--- src/rtl/winding_number_point_in_polygon_macros.svh ---
// Assertion macros for the winding-number point-in-polygon block.
// Uses the clock and reset names of the module that includes this header.
`ifndef WINDING_NUMBER_POINT_IN_POLYGON_MACROS_SVH
`define WINDING_NUMBER_POINT_IN_POLYGON_MACROS_SVH
`ifndef ASSERT_OFF
// Same-cycle implication.
`define WNPIP_ASSERT_IMPLY(label, ante, cons) \
   label: assert property (@(posedge clock) disable iff (reset) (ante) |-> (cons)) \
      else $error("winding number check failed");
// Next-cycle implication.
`define WNPIP_ASSERT_NEXT(label, ante, cons) \
   label: assert property (@(posedge clock) disable iff (reset) (ante) |=> (cons)) \
      else $error("winding number check failed");
`else
`define WNPIP_ASSERT_IMPLY(label, ante, cons)
`define WNPIP_ASSERT_NEXT(label, ante, cons)
`endif
`endif

--- src/rtl/wnpip_pkg.sv ---
// Shared types and constants for the winding-number point-in-polygon block.
// No dependencies.
package wnpip_pkg;

   localparam int MAX_VERTICES_DEF = 256;
   localparam int COORD_W          = 32;
   localparam int DIFF_W           = COORD_W + 1;   // coordinate difference, signed
   localparam int MAG_W            = COORD_W;       // magnitude of a difference
   localparam int DIG_W            = 16;            // multiplier digit per cell
   localparam int N_CELLS          = MAG_W / DIG_W;
   localparam int PROD_W           = 2 * MAG_W;
   localparam int COUNT_W          = 9;

   localparam logic ACT_WRITE = 1'b0;
   localparam logic ACT_QUERY = 1'b1;

   localparam logic [0:0] REG_VERTEX_COUNT = 1'b0;
   localparam logic [0:0] REG_CLOSED_LOOP  = 1'b1;

   typedef enum logic [1:0] {
      ST_IDLE,
      ST_WALK,
      ST_DRAIN,
      ST_FINISH
   } state_type;

   // One edge travelling down the multiplier chain.
   typedef struct packed {
      logic              valid;
      logic              up;
      logic              down;
      logic              neg1;
      logic              neg2;
      logic [MAG_W-1:0]  a1;
      logic [MAG_W-1:0]  b1;
      logic [MAG_W-1:0]  a2;
      logic [MAG_W-1:0]  b2;
      logic [PROD_W-1:0] acc1;
      logic [PROD_W-1:0] acc2;
   } cell_type;

endpackage

--- src/rtl/wnpip_cell.sv ---
// One multiplier cell: folds the top digit of each multiplier into its product.
// Depends on wnpip_pkg.
module wnpip_cell (
   input  logic                clock,
   input  logic                reset,
   input  wnpip_pkg::cell_type cell_in,
   output wnpip_pkg::cell_type cell_out
);

   localparam int MAG_W  = wnpip_pkg::MAG_W;
   localparam int DIG_W  = wnpip_pkg::DIG_W;
   localparam int PROD_W = wnpip_pkg::PROD_W;

   logic [DIG_W-1:0]       dig1, dig2;
   logic [MAG_W+DIG_W-1:0] pp1, pp2;
   wnpip_pkg::cell_type    next_in, cell_ff;

   assign dig1 = cell_in.b1[MAG_W-1 -: DIG_W];
   assign dig2 = cell_in.b2[MAG_W-1 -: DIG_W];
   assign pp1  = cell_in.a1 * dig1;
   assign pp2  = cell_in.a2 * dig2;

   always_comb begin
      next_in      = cell_in;
      // shift the partial product up one digit, add this digit's product
      next_in.acc1 = (cell_in.acc1 << DIG_W) + PROD_W'(pp1);
      next_in.acc2 = (cell_in.acc2 << DIG_W) + PROD_W'(pp2);
      // advance the next digit to the top
      next_in.b1   = cell_in.b1 << DIG_W;
      next_in.b2   = cell_in.b2 << DIG_W;
   end

   always_ff @(posedge clock) begin
      if (reset) begin
         cell_ff.valid <= 1'b0;
      end else begin
         cell_ff <= next_in;
      end
   end

   assign cell_out = cell_ff;

endmodule

--- config.mk ---
export PLATFORM = sky130hd
export DESIGN_NAME = wnpip_cell
export DESIGN_NICKNAME = d
export VERILOG_FILES = /design/src/rtl/winding_number_point_in_polygon_macros.svh /design/src/rtl/wnpip_pkg.sv /design/src/rtl/wnpip_cell.sv
export SDC_FILE = /design/constraint.sdc
export NUM_CORES = 2
export LEC_CHECK = 0
export BUFFER_PORTS_ARGS = -buffer_cell sky130_fd_sc_hd__buf_2
export CAP_MARGIN = 10
export CELL_PAD_IN_SITES_DETAIL_PLACEMENT = 1
export CELL_PAD_IN_SITES_GLOBAL_PLACEMENT = 1
export CORE_AREA = 2 2 320 322
export DETAILED_ROUTE_END_ITERATION = 12
export DIE_AREA = 0 0 322 324
export PLACE_DENSITY_LB_ADDON = 0.3
export SKIP_LAST_GASP = 1
export SLEW_MARGIN = 20
export SYNTH_ARGS = -nofsm -noshare
export SYNTH_HDL_FRONTEND = slang
export SYNTH_SLANG_ARGS = --single-unit
--- constraint.sdc ---
create_clock -name clock -period 7 [get_ports clock]
set_input_delay 1.4 -clock clock [delete_from_list [all_inputs] [get_ports clock]]
set_output_delay 1.4 -clock clock [all_outputs]
set_load 0.02 [all_outputs]
==> results.toml <==
[logic_synthesis]
syn_area_per_cell_um2 = 9.54
synthFlopType = "edfxtp_1"
synth_common_cells = "inv_1 (1,155), fa_1 (900), nand2_1 (676)"
synth_top_area_share_pct = 41.9
synth_top_area_cell = "fa_1"
synthArstFlopShare_pct = 0
synth-seq-area-share_pct = 16.0
mappedNetlistArea_um2 = 43000
ys_ff_latch = 229
netlist-cell-type-count = 77
netlist_top_cells_area = "fa_1 (42%), edfxtp_1 (16%), inv_1 (10%), ha_1 (7.9%), and2_1 (6.3%)"
cell_with_the_most_instances_after_synthesis = "inv_1"
synth_enable_flop_cells = 228
syn_inst = 4503
synth-warning-count = 0

[route]
drcViolationCount = 0
drt_first_pass_iters = 5
detail_route.wl_per_cell_um = 21.0
remaining_antenna_violation_count = 0
dr.first_iter.drc_count = 1630
via_count = 34100
route.detailed.vias_per_inst = 5.03
route.final.wire_length_um = 142000

[floorplanning]
floorplan.initialDensity_pct = 42.5
pin_count = 524
die_outline_area_um2 = 104000
fp.dieW_um = 322
die_ht_um = 324
rows = 117
coreArea_um2 = 101000

[grt]
via_count_of_the_first_global_routing_pass = 38700
grt_pass1_wl_um = 216000
grt.overflow.total = 0
grt_start_max_net_pins = 132
grt_antenna_before_repair = 6
track_usage_pct = 26.9

[job]
max-cap-violations = 0

[final_layout]
largest_register_ff_count = 229
final_nets = 6866
drive_above_1_share_pct = 25.4
synthToLayoutAreaGrowth_pct = 26.2

[sta]
total_of_endpoints_with_negative_setup_slack_in_the_final_report = 16
relative_slew_slack_pct = 21.2
worst-slew-pin-transition_ns = 1.18
final-max-slew-violation-count = 0
layout_min_cycle_time_ns = 7.11
final_hold_viol_count = 0
rsz0062_at_grt = "yes"
finalCritPeriodShare_pct = 102
finalWorstSetupSlack_ns = -0.106
highest_attainable_clock_frequency_mhz = 141

[cts]
cts_tree = "done"
clockBufferDepth = 3
cts.root.buffer_cell = "clkbuf_16"
cts-buffers-inserted = 36
cts_num_sinks = 229
cts.clk_slew.worst_paths_ns = 0.05
ctsHoldBuffers = 0
htree_levels = 2

[worst_setup_path]
path_buf_inv = 7
slowest_delay_ns = 0.54
cp_cell_sequence = "buf_6 > buf_6 > and2_4 > fa_1 > inv_2 > fa_2 > fa_1 > inv_2 > fa_2 > fa_1 > fa_1 > ha_4 > nand4_1 > buf_4 > or2_4 > o211ai_4 > a21oi_4 > o31a_4 > o2111ai_4 > a311oi_4 > buf_6 > buf_6 > xnor2_1"
start_kind = "input pin"
worst_ep_arrival_time_ns = 7.45
worstSetupEndpointType = "flop"
crit_type = "input pin to flop"
timing.critical_path.slowest_stage_cell = "fa_2"
maximum_fanout_along_the_worst_path = 7
critical-path-top-delay-family = "adder cells"
cp_data_required_time_ns = 7.35
critical_path_cell_count = 23

[outcome]
run_status = "finished with violations"
failed_checks = "setup timing"

[place]
dp.final_hpwl_um = 117000
port_buffers = 459
globalplace.congestion = 0.890
place_ws_ns = -1.16

[min_path]
worst_hold_path.num_cells = 1
min_path_type = "input pin to flop"
cells in the final DEF (no fill, tap or decap), types with 12 or more instances in the layout:
cell	instances
a21o_1	57
a21oi_1	76
a21oi_2	17
and2_1	411
and2_4	21
and3_1	14
buf_12	31
buf_2	408
buf_4	562
buf_6	59
clkbuf_16	40
conb_1	32
edfxtp_1	228
fa_1	864
fa_2	36
ha_1	248
ha_4	24
inv_1	1128
inv_2	26
nand2_1	667
nand3_1	20
nand4_1	25
nor2_1	58
o21a_1	17
o21ai_0	35
o21bai_1	12
xnor2_1	72
xor2_1	34
layout make-up:
class	count	area, um^2
well taps	1309	1640
diodes	4	10.0
flip-flops and latches	229	6870
fillers	11500	46800
repair buffers	1078	7840
inverters	1155	4340
multi-input cells	2931	32300
clock buffers	41	920
clock inverters	21	280
kinds of logic after synthesis:
group,after synthesis,share of synthesized area [%]
AO/OA/AOI/OAI,325,5.20
flip-flops,229,16.0
adder cells (fa/ha/maj),1172,49.9
AND/OR/NAND/NOR,1287,14.3
buffers and inverters,1374,12.3
XOR/XNOR,115,2.34
other,1,0.00873
metal layers:
metal  vias up  wire length (um)  GRT usage (%)
met5         -                13              0
met4         2              4880           8.47
met3       260              7830           4.50
met2       917             72300           47.3
met1     17800             57100           33.9
li1      15100                 -              -
metrics by stage:
stage,instances,util [%],cell area (um^2),setup TNS (ns),hold WS (ns)
6_report,6768,53.7,54200,-0.738,0.974
5_1_grt,6768,53.7,54200,-4.93,0.945
4_1_cts,6728,52.1,52700,-0.0338,0.934
3_5_place_dp,6655,50.3,50800,-65.59,1.58
3_3_place_gp,6655,50.3,50800,-58.67,1.58
2_1_floorplan,4534,-,43400,-0.0273,1.47
worst paths after layout:
path / from / end / slack, ns
worst max-delay path: cell_in[231] / cell_out[115] / -0.11
worst min-delay path: cell_in[258] / cell_out[258] / 0.97
what timing repair did:
item | in CTS | in global routing
setup buffers | 11 | 36
cloned | 0 | 4
endpoints found under the setup margin | 60 | 53
pin swaps | 48 | 182
gates resized for setup | 135 | 305
Power is not shown: default switching activity piles up to over one toggle a cycle in this logic, so the estimate is an artifact.
