--- config.mk ---
export PLATFORM = sky130hd
export DESIGN_NAME = wnpip_edge
export DESIGN_NICKNAME = d
export VERILOG_FILES = /design/src/rtl/winding_number_point_in_polygon_macros.svh /design/src/rtl/wnpip_pkg.sv /design/src/rtl/wnpip_edge.sv
export SDC_FILE = /design/constraint.sdc
export NUM_CORES = 1
export LEC_CHECK = 0
export BUFFER_PORTS_ARGS = -buffer_cell sky130_fd_sc_hd__buf_2
export CELL_PAD_IN_SITES_DETAIL_PLACEMENT = 1
export CELL_PAD_IN_SITES_GLOBAL_PLACEMENT = 2
export CORE_MARGIN = 5
export CORE_UTILIZATION = 34
export DETAILED_ROUTE_END_ITERATION = 12
export PLACE_DENSITY = 0.86
export SETUP_SLACK_MARGIN = 0.2
export SYNTH_ARGS = -nofsm -noshare
export SYNTH_HDL_FRONTEND = slang
export SYNTH_SLANG_ARGS = --single-unit
--- constraint.sdc ---
create_clock -name clock -period 11.14 [get_ports clock]
set_clock_uncertainty 0.05 [all_clocks]
set_input_delay 0.557 -clock clock [delete_from_list [all_inputs] [get_ports clock]]
set_output_delay 0.557 -clock clock [all_outputs]
set_load 0.01 [all_outputs]
--- src/rtl/winding_number_point_in_polygon_macros.svh ---
// Assertion macros for the winding-number point-in-polygon block.
// Uses the clock and reset names of the module that includes this header.
`ifndef WINDING_NUMBER_POINT_IN_POLYGON_MACROS_SVH
`define WINDING_NUMBER_POINT_IN_POLYGON_MACROS_SVH
`ifndef ASSERT_OFF
// Same-cycle implication.
`define WNPIP_ASSERT_IMPLY(label, ante, cons) \
   label: assert property (@(posedge clock) disable iff (reset) (ante) |-> (cons)) \
      else $error("winding number check failed");
// Next-cycle implication.
`define WNPIP_ASSERT_NEXT(label, ante, cons) \
   label: assert property (@(posedge clock) disable iff (reset) (ante) |=> (cons)) \
      else $error("winding number check failed");
`else
`define WNPIP_ASSERT_IMPLY(label, ante, cons)
`define WNPIP_ASSERT_NEXT(label, ante, cons)
`endif
`endif

--- src/rtl/wnpip_pkg.sv ---
// Shared types and constants for the winding-number point-in-polygon block.
// No dependencies.
package wnpip_pkg;

   localparam int MAX_VERTICES_DEF = 256;
   localparam int COORD_W          = 32;
   localparam int DIFF_W           = COORD_W + 1;   // coordinate difference, signed
   localparam int MAG_W            = COORD_W;       // magnitude of a difference
   localparam int DIG_W            = 16;            // multiplier digit per cell
   localparam int N_CELLS          = MAG_W / DIG_W;
   localparam int PROD_W           = 2 * MAG_W;
   localparam int COUNT_W          = 9;

   localparam logic ACT_WRITE = 1'b0;
   localparam logic ACT_QUERY = 1'b1;

   localparam logic [0:0] REG_VERTEX_COUNT = 1'b0;
   localparam logic [0:0] REG_CLOSED_LOOP  = 1'b1;

   typedef enum logic [1:0] {
      ST_IDLE,
      ST_WALK,
      ST_DRAIN,
      ST_FINISH
   } state_type;

   // One edge travelling down the multiplier chain.
   typedef struct packed {
      logic              valid;
      logic              up;
      logic              down;
      logic              neg1;
      logic              neg2;
      logic [MAG_W-1:0]  a1;
      logic [MAG_W-1:0]  b1;
      logic [MAG_W-1:0]  a2;
      logic [MAG_W-1:0]  b2;
      logic [PROD_W-1:0] acc1;
      logic [PROD_W-1:0] acc2;
   } cell_type;

endpackage

--- src/rtl/wnpip_edge.sv ---
// Edge set-up stage: differences, magnitudes, signs and crossing flags.
// Depends on wnpip_pkg.
module wnpip_edge (
   input  logic                                 clock,
   input  logic                                 reset,
   input  logic                                 in_valid,
   input  logic signed [wnpip_pkg::COORD_W-1:0] x0,
   input  logic signed [wnpip_pkg::COORD_W-1:0] y0,
   input  logic signed [wnpip_pkg::COORD_W-1:0] x1,
   input  logic signed [wnpip_pkg::COORD_W-1:0] y1,
   input  logic signed [wnpip_pkg::COORD_W-1:0] px,
   input  logic signed [wnpip_pkg::COORD_W-1:0] py,
   output wnpip_pkg::cell_type                  cell_out
);

   localparam int DIFF_W = wnpip_pkg::DIFF_W;
   localparam int MAG_W  = wnpip_pkg::MAG_W;

   function automatic logic [MAG_W-1:0] diff_mag(input logic signed [DIFF_W-1:0] d);
      logic signed [DIFF_W-1:0] n;
      n = -d;
      return d[DIFF_W-1] ? n[MAG_W-1:0] : d[MAG_W-1:0];
   endfunction

   logic signed [DIFF_W-1:0] dx, dyp, dxp, dy;
   wnpip_pkg::cell_type      cell_in, cell_ff;

   assign dx  = DIFF_W'(x1) - DIFF_W'(x0);
   assign dyp = DIFF_W'(py) - DIFF_W'(y0);
   assign dxp = DIFF_W'(px) - DIFF_W'(x0);
   assign dy  = DIFF_W'(y1) - DIFF_W'(y0);

   always_comb begin
      cell_in.valid = in_valid;
      cell_in.up    = (y0 <= py) && (y1 > py);
      cell_in.down  = (y0 > py) && (y1 <= py);
      cell_in.neg1  = dx[DIFF_W-1] ^ dyp[DIFF_W-1];
      cell_in.neg2  = dxp[DIFF_W-1] ^ dy[DIFF_W-1];
      cell_in.a1    = diff_mag(dx);
      cell_in.b1    = diff_mag(dyp);
      cell_in.a2    = diff_mag(dxp);
      cell_in.b2    = diff_mag(dy);
      cell_in.acc1  = '0;
      cell_in.acc2  = '0;
   end

   always_ff @(posedge clock) begin
      if (reset) begin
         cell_ff.valid <= 1'b0;
      end else begin
         cell_ff <= cell_in;
      end
   end

   assign cell_out = cell_ff;

endmodule

==> flow_metrics.py <==
metrics = {
    "routing": {
        "first_pass_iters": 6,
        "wire_per_inst_um": 21.4,
        "via_per_inst": 5.41,
        "wl_um": 62600,
        "ant_nets": 0,
        "drc": 0,
        "vias": 15800,
        "drtIter0Drc": 686,
    },
    "power": {
        "swShare_pct": 40.2,
        "power_frac_clock_pct": 22.5,
        "pwr-share-comb_pct": 47.0,
        "leakagePower_nw": 8.36,
        "p_int_mw": 1.49,
        "seqPwrFrac_pct": 30.5,
        "worst_ir_drop_vdd_mv": 0.0858,
        "power_per_cell_area_nw_per_um2": 132,
        "switchingPower_mw": 1.00,
        "finalPower_mw": 2.49,
    },
    "worst_setup_path": {
        "critical-path-slowest-cell": "a31oi_1",
        "crit_fanout": 11,
        "crit_buf_inv": 2,
        "cp.arrival_ns": 4.52,
        "worstSetupEndpointType": "register",
        "crit_top_cell": "o21ai_0",
        "cpPeakStageDelay_ns": 0.93,
        "critPathTopFamily": "compound AO/OA/AOI/OAI gates",
        "path_class": "primary input to register",
        "worstPathCellList": "buf_2 > ha_1 > inv_1 > fa_1 > a211oi_1 > o21ai_0 > a31oi_2 > a2111oi_0 > o21ai_0 > a21boi_0 > o21ai_0 > a31oi_1 > nor2_1 > xor2_1",
        "critPathRequiredTime_ns": 11.29,
        "cp-start-kind": "primary input",
        "cp-startpoint": "y0[0]",
    },
    "finish": {
        "final_nets": 2646,
        "fillCellCount": 6015,
        "largest_reg_flops": 133,
        "syn_to_final_growth_pct": 14.0,
        "drive_gt1_share_pct": 18.3,
    },
    "clock_network": {
        "clkSinkCount": 133,
        "clock_path_buffers": 2,
        "cts_setup_buffers": 0,
        "cts_hold_buffers": 0,
        "cts_root_buffer": "clkbuf_16",
        "cts_max_level": 4,
        "post_cts_resized": 0,
        "cts_tree": "yes",
        "clkTransAtPathRegs_ns": 0.06,
        "cts_buffers": 17,
    },
    "worst_hold_path": {
        "hp-class": "primary input to register",
        "hold_end": "cell_out[260]",
        "min_path_cells": 2,
        "hold_start": "reset",
    },
    "global_route": {
        "grt_overflow": 0,
        "grt_max_degree": 68,
        "grt_pass1_wl_um": 94800,
        "antenna_found_initial": 14,
        "track_usage_pct": 22.6,
        "grt_pass1_vias": 16700,
    },
    "logic_synthesis": {
        "yosys_register_bits": 133,
        "synth_edf_count": 132,
        "yosys.area.top_type": "edfxtp_1",
        "synthTopCellsByCount": "ha_1, inv_1, a21oi_1",
        "synth_cell_types": 99,
        "avgSynthCellArea_um2": 8.32,
        "synthFlopType": "edfxtp_1",
        "yosysTopAreaCellShare_pct": 23.9,
        "synthTopCellsByArea": "edfxtp_1, ha_1, xnor2_1",
        "synth.cell_area_um2": 16600,
        "yosysWarnings": 0,
        "synth_cells": 1991,
        "synth.most_common_cell": "ha_1",
        "synthArstFlopShare_pct": 0,
        "ys_seq_area_share_pct": 24.0,
    },
    "floorplan": {
        "num_io_pins": 456,
        "initial_core_util_pct": 34.1,
        "die-area_um2": 53300,
        "placementRows": 81,
        "die_h_um": 231,
        "core-area_um2": 48500,
        "die_w_um": 231,
    },
    "sta": {
        "fin_crit_ns": 4.37,
        "slew_headroom_pct": 23.7,
        "rsz0062_at_grt": "no",
        "worst_pin_slew_ns": 1.14,
        "whs_ns": 0.245,
        "post-route-period-util_pct": 39.2,
        "max_freq_mhz": 229,
        "drv_slew": 0,
        "hold_viol": 0,
        "fin_tns_setup_ns": 0,
        "setup_viol": 0,
    },
    "place": {
        "portBuffers": 327,
        "dp_hpwl_um": 53800,
        "routabilityCongestion": 0.924,
    },
    "run": {
        "max_cap_violations": 0,
    },
    "status": {
        "status": "completed",
    },
}
==> per-layer routing <==
| metal | wire [µm] | global-route usage [%] |
|---|---|---|
| met1 | 26200 | 26.9 |
| met3 | 3310 | 5.42 |
| met2 | 31100 | 39.9 |
| met5 | 95 | 0 |
| met4 | 1930 | 7.54 |
==> worst max-delay path by stage <==
stage,end,slack (ns),depth (start not counted)
finish,cell_out[131],6.77,14
global route,cell_out[131],6.33,15
CTS,cell_out[252],6.80,15
detailed placement,cell_out[252],6.29,15
global placement,cell_out[131],6.44,14
floorplan,cell_out[253],7.05,14
==> placed cells by master, fill, tap and decap left out, types with 23 or more instances in the layout <==
cell type	instances
or3_1	23
inv_1	156
a21oi_1	154
nor3_1	30
nand2_1	134
xor2_1	72
o21a_1	35
nand3_1	42
conb_1	128
a21o_1	52
edfxtp_1	132
a31oi_1	26
ha_1	165
o21ai_0	133
nand4_1	34
buf_2	327
xnor2_1	129
nor2_1	112
==> through the flow <==
stage / worst slack, ns / cells / util [%] / area [µm²]
5_1_grt: 6.33 / 2916 / 38.9 / 18900
6_report: 6.77 / 2922 / 38.9 / 18900
2_1_floorplan: 7.05 / 2118 / - / 17100
4_1_cts: 6.80 / 2916 / 38.9 / 18900
3_5_place_dp: 6.29 / 2885 / 37.7 / 18300
3_3_place_gp: 6.44 / 2885 / 37.7 / 18300
==> layout make-up <==
| type | instances | area, µm² | area share [%] |
|---|---|---|---|
| diodes | 6 | 15.0 | 0.0795 |
| clock buffers | 17 | 425 | 2.25 |
| clock inverters | 14 | 139 | 0.735 |
| inverters | 157 | 592 | 3.13 |
| multi-input cells | 1642 | 11300 | 59.8 |
| flip-flops and latches | 133 | 3980 | 21.1 |
| well taps | 622 | 778 | 4.12 |
| repair buffers | 331 | 1670 | 8.82 |
==> logic make-up (layout without fill, tap and decap cells) <==
family | after synthesis | in the layout | synth area share [%]
multiplexers | 11 | 11 | 0.672
AND/OR/NAND/NOR | 539 | 539 | 17.0
other | 1 | 134 | 0.0226
adder cells (fa/ha/maj) | 169 | 169 | 12.9
AO/OA/AOI/OAI | 592 | 592 | 23.8
XOR/XNOR | 203 | 203 | 10.8
flip-flops | 133 | 133 | 24.0
buffers and inverters | 343 | 519 | 10.7
==> power groups by stage <==
stage                     Clock, mW  Combinational (mW)  Sequential, mW
after CTS                     0.574                1.18           0.762
after detailed placement          0                1.17           0.769
final                         0.561                1.17           0.759
after global placement            0                1.14           0.768
after floorplan                   0               0.742           0.824
after global routing          0.594                1.28           0.770
No activity file was read; power rests on OpenSTA's default activity.
